### src/hw/rtl/ptcc_pkg.sv
// ----------------------------------------------------------------------------
// ptcc_pkg
// shared types, sizes and codes of the packet traffic classifier and counter
// ----------------------------------------------------------------------------
package ptcc_pkg;

    localparam int NUM_SLOTS      = 16;
    localparam int PORTS_PER_SLOT = 8;
    localparam int TABLE_SIZE     = NUM_SLOTS * PORTS_PER_SLOT;
    localparam int TBL_AW         = $clog2(TABLE_SIZE);
    localparam int SLOT_AW        = $clog2(NUM_SLOTS);

    localparam int IN_DATA_W  = 120;
    localparam int OUT_DATA_W = 296;

    localparam logic [15:0] ETHERTYPE_IPV4 = 16'h0800;
    localparam logic [7:0]  PROTO_ICMP     = 8'd1;
    localparam logic [7:0]  PROTO_TCP      = 8'd6;
    localparam logic [7:0]  PROTO_UDP      = 8'd17;

    // request codes
    localparam logic [1:0] REQ_PACKET = 2'd0;
    localparam logic [1:0] REQ_WRITE  = 2'd1;
    localparam logic [1:0] REQ_TICK   = 2'd2;
    localparam logic [1:0] REQ_READ   = 2'd3;

    // result kinds
    localparam logic [1:0] RES_VERDICT  = 2'd0;
    localparam logic [1:0] RES_ACK      = 2'd1;
    localparam logic [1:0] RES_INTERVAL = 2'd2;
    localparam logic [1:0] RES_SLOT     = 2'd3;

    // traffic classes, also interval counter index for the first four
    localparam logic [2:0] CLS_TOTAL = 3'd0;
    localparam logic [2:0] CLS_TCP   = 3'd1;
    localparam logic [2:0] CLS_UDP   = 3'd2;
    localparam logic [2:0] CLS_ICMP  = 3'd3;
    localparam logic [2:0] CLS_OTHER = 3'd4;

    typedef struct packed {
        logic       capture;
        logic       count;
        logic       scan_start;
        logic       scan_step;
        logic       credit;
        logic       write_tbl;
        logic       load_out;
        logic [1:0] out_kind;
        logic [1:0] tick_idx;
        logic       clear_int;
    } t_cmd;

    typedef struct packed {
        logic [1:0] req_type;
        logic       is_tcp;
        logic       scan_last;
        logic       out_free;
    } t_sts;

    // unit code by 1024 steps
    function automatic logic [1:0] unit_of(input logic [63:0] b);
        logic [1:0] u;
        if (|b[63:30])      u = 2'd3;
        else if (|b[29:20]) u = 2'd2;
        else if (|b[19:10]) u = 2'd1;
        else                u = 2'd0;
        return u;
    endfunction

endpackage

### src/hw/rtl/ptcc_ctrl.sv
// ----------------------------------------------------------------------------
// ptcc_ctrl
// sequencer: decodes one request, runs the port table scan, emits results
// ----------------------------------------------------------------------------
module ptcc_ctrl import ptcc_pkg::*; (
    input  logic i_clk,
    input  logic i_rst_n,
    input  logic i_in_valid,
    output logic o_in_ready,
    input  t_sts i_sts,
    output t_cmd o_cmd
);

    localparam logic [2:0] ST_IDLE   = 3'd0;
    localparam logic [2:0] ST_DECODE = 3'd1;
    localparam logic [2:0] ST_SCAN   = 3'd2;
    localparam logic [2:0] ST_DRAIN  = 3'd3;
    localparam logic [2:0] ST_CREDIT = 3'd4;
    localparam logic [2:0] ST_EMIT   = 3'd5;
    localparam logic [2:0] ST_TICK   = 3'd6;

    logic [2:0] r_state, n_state;
    logic [1:0] r_tick, n_tick;

    assign o_in_ready = (r_state == ST_IDLE);

    always_comb begin
        n_state = r_state;
        n_tick  = r_tick;
        o_cmd   = '0;
        o_cmd.tick_idx = r_tick;
        o_cmd.out_kind = i_sts.req_type;
        unique case (r_state)
            ST_IDLE: begin
                if (i_in_valid) begin
                    o_cmd.capture = 1'b1;
                    n_state = ST_DECODE;
                end
            end
            ST_DECODE: begin
                unique case (i_sts.req_type)
                    REQ_PACKET: begin
                        o_cmd.count = 1'b1;
                        if (i_sts.is_tcp) begin
                            o_cmd.scan_start = 1'b1;
                            n_state = ST_SCAN;
                        end else begin
                            n_state = ST_EMIT;
                        end
                    end
                    REQ_WRITE: begin
                        o_cmd.write_tbl = 1'b1;
                        n_state = ST_EMIT;
                    end
                    REQ_TICK: begin
                        n_tick  = '0;
                        n_state = ST_TICK;
                    end
                    default: n_state = ST_EMIT;
                endcase
            end
            ST_SCAN: begin
                o_cmd.scan_step = 1'b1;
                if (i_sts.scan_last) n_state = ST_DRAIN;
            end
            ST_DRAIN:  n_state = ST_CREDIT;
            ST_CREDIT: begin
                o_cmd.credit = 1'b1;
                n_state = ST_EMIT;
            end
            ST_EMIT: begin
                if (i_sts.out_free) begin
                    o_cmd.load_out = 1'b1;
                    n_state = ST_IDLE;
                end
            end
            ST_TICK: begin
                o_cmd.out_kind = RES_INTERVAL;
                if (i_sts.out_free) begin
                    o_cmd.load_out = 1'b1;
                    n_tick = r_tick + 2'd1;
                    if (r_tick == 2'd3) begin
                        o_cmd.clear_int = 1'b1;
                        n_state = ST_IDLE;
                    end
                end
            end
            default: n_state = ST_IDLE;
        endcase
    end

    always_ff @(posedge i_clk) begin
        if (!i_rst_n) begin
            r_state <= ST_IDLE;
            r_tick  <= '0;
        end else begin
            r_state <= n_state;
            r_tick  <= n_tick;
        end
    end

endmodule

### config.mk
export PLATFORM = sky130hd
export DESIGN_NAME = ptcc_ctrl
export DESIGN_NICKNAME = d
export VERILOG_FILES = /design/src/hw/rtl/ptcc_pkg.sv /design/src/hw/rtl/ptcc_ctrl.sv
export SDC_FILE = /design/constraint.sdc
export NUM_CORES = 1
export LEC_CHECK = 0
export ABC_AREA = 1
export BUFFER_PORTS_ARGS = -buffer_cell sky130_fd_sc_hd__buf_4
export CORE_UTILIZATION = 30
export DETAILED_ROUTE_END_ITERATION = 16
export PLACE_DENSITY = 0.56
export SLEW_MARGIN = 20
export SYNTH_ARGS = -nofsm -noshare
export SYNTH_HDL_FRONTEND = slang
export SYNTH_SLANG_ARGS = --single-unit
### constraint.sdc
create_clock -name i_clk -period 1.5 [get_ports i_clk]
set_clock_uncertainty 0.05 [all_clocks]
set_input_delay 0.075 -clock i_clk [delete_from_list [all_inputs] [get_ports i_clk]]
set_output_delay 0.075 -clock i_clk [all_outputs]
set_load 0.01 [all_outputs]
==> flow_summary.yaml <==
logic_synthesis:
  syn_avg_cell_area_um2: 6.19
  synth_top_family_by_area: "simple AND/OR/NAND/NOR gates"
  synth-seq-cells: 5
  synth_xor_xnor_area_share: 0
  synth_adder_area_share: 0.0281
  yosysSeqAreaShare: 0.225
  synthSimpleGateAreaFrac: 0.466
  synth_nets: 81
  yosysWarningCount: 0
  synth_compound_area_frac: 0.104
  syn_inst: 72
  synth_area_um2: 445
  synthDistinctLibCells: 18
  synthMuxAreaShare: 0
timing:
  setup_ws_ns: 0.125
  finalHoldViolCount: 0
  max-slew-margin-rel: 0.838
  grt_setup_unrepaired: "no"
  setup_viol: 0
  fin_crit_ns: 1.38
  drv_slew: 0
  tns_ns: 0
  finalCritPeriodShare: 0.917
  worstMarginPinSlew_ns: 0.243
  fmax_mhz: 727
final_layout:
  layout.nets: 106
  final_common_cell: "buf_4"
  final-seq-area_um2: 103
  design_area_um2: 642
  final_cell_mix: "buf_4 (22), inv_1 (12), nand2_1 (11)"
  synthToLayoutAreaGrowth_pct: 44.1
  multi_input_area_um2: 269
  n_antenna_cell: 0
  final_core_util: 0.481
  fillers: 151
  layout-drive-gt1-share: 0.417
worst_setup_path:
  crit_path_end_kind: "output port"
  crit_family: "simple AND/OR/NAND/NOR gates"
  critPathRequiredTime_ns: 1.37
  r2r_slack_ns: 0.28
  cpPeakStageDelay_ns: 0.36
  path_cells: "inv_2 > nand3_2 > nor2_2 > inv_2 > nor2_1 > buf_4"
  critPathMaxFanout: 7
  cp_num_buf_inv: 3
  slowest_stage: "dfxtp_2"
  arrival_ns: 1.25
  path_common_cell: "inv_2"
  worstSetupPathType: "reg -> out"
  critPathLaunchType: "flip-flop"
power_and_ir_drop:
  p_int_uw: 497
  p_sw_uw: 416
  clockPowerShare: 0.168
  vdd_drop_max_uv: 448
  pwr-share-seq: 0.256
  p_comb_frac: 0.576
  p_leak_nw: 0.368
  switching_share: 0.456
  powerDensity_nw_per_um2: 1420
detailed_routing:
  wl_per_cell_um: 10.7
  drt_iter0_markers: 7
  wl_um: 1190
  antenna_left: 0
  drt_pass1_iterations: 4
  vias_per_cell: 4.85
  num_vias: 538
  drc: 0
clocking:
  cts-root-buf: "clkbuf_4"
  htree_levels: 1
  clk_path_buf_depth: 2
  clk_latency_ns: 0.23
  clk_pin_slew_ns: 0.05
  clock_sinks: 5
  hold_buffers: 0
  cts_buffers: 3
  cts_tree: "built"
worst_hold_path:
  holdCritPathClass: "in -> reg"
placed_design:
  port_buffers: 20
  dpl_cell_area_um2: 603
  routabilityCongestion: 0.764
  preCtsSetupSlack_ns: 0.189
  dp_hpwl_um: 933
run_status:
  status: "finished, final reports clean"
grt:
  grt_usage: 0.168
  grt_pass1_vias: 461
  grt_overflow: 0
  grt_max_degree: 10
  antenna_found_initial: 0
  grt_first_pass_wirelength_um: 1890
die:
  rows: 13
  core_area_um2: 1330
  die_width_um: 40.5
  start_util: 0.334
  ios: 21
  die_area_um2: 1640
  fp.dieH_um: 40.5
job:
  cap_violations: 0
synthesized netlist by cell type, drive strengths merged:
cell type	count	area, um2
dfxtp	5	100
nor2	8	37.5
nand2	13	53.8
a21oi	5	25.0
a31oi	1	6.26
inv	16	60.1
nand4	7	56.3
nand3	9	50.1
o21ai	3	15.0
ha	1	12.5
nor3	2	10.0
buf	2	18.8
what timing repair did:
action,in CTS,in global routing
pin swaps,0,0
buffers inserted,0,1
endpoints found under the setup margin,1,1
resized for setup,1,2
flip-flops by register name, summed over array words and instances, names as in the netlist:
register / flops
r_tick: 2
r_state: 3
power by group through the flow:
stage | Sequential [mW] | Combinational [mW] | Clock [mW]
2_1_floorplan | 0.189 | 0.382 | 0
3_3_place_gp | 0.231 | 0.508 | 0
3_5_place_dp | 0.228 | 0.503 | 0
4_1_cts | 0.227 | 0.507 | 0.157
5_1_grt | 0.240 | 0.588 | 0.173
6_report | 0.233 | 0.526 | 0.153
path summary, 6_finish.rpt:
path	endpoint	cells past startpoint	startpoint
setup / recovery	o_cmd[0]	6	r_state[0]
hold reg to reg	r_tick[0]	1	r_tick[0]
hold / removal	r_tick[0]	3	i_rst_n
setup reg to reg	r_state[2]	6	r_state[0]
metrics by stage:
stage	power (mW)	cells	hold slack, ns
6_report	0.913	111	0.0603
5_1_grt	1.00	111	0.0782
4_1_cts	0.890	110	0.0558
3_5_place_dp	0.732	106	0.294
3_3_place_gp	0.739	106	0.297
2_1_floorplan	0.571	72	0.151
per-layer routing:
layer,share of wire,vias up,routed length [um],global-route usage
li1,-,285,-,-
met5,0,-,0,0
met4,0,0,0,0.00833
met3,0.046,0,55,0.0667
met1,0.50,239,590,0.230
met2,0.46,14,543,0.258
worst min-delay path, delay by kind of cell:
kind                   cells  cell delay (ns)
AO/OA/AOI/OAI              2             0.10
buffers and inverters      1             0.12
final cells by class:
class / count / share of cell area
Multi-Input combinational cell: 49 / 0.419
Timing Repair Buffer: 22 / 0.257
Sequential cell: 5 / 0.160
Inverter: 16 / 0.0936
Clock buffer: 4 / 0.0409
Tap cell: 15 / 0.0292
kinds of logic after synthesis:
logic type	after synthesis
simple gates	39
compound gates	9
fa+ha+maj	1
buf+inv	18
flops	5
Power figures use the tool's default switching activity.
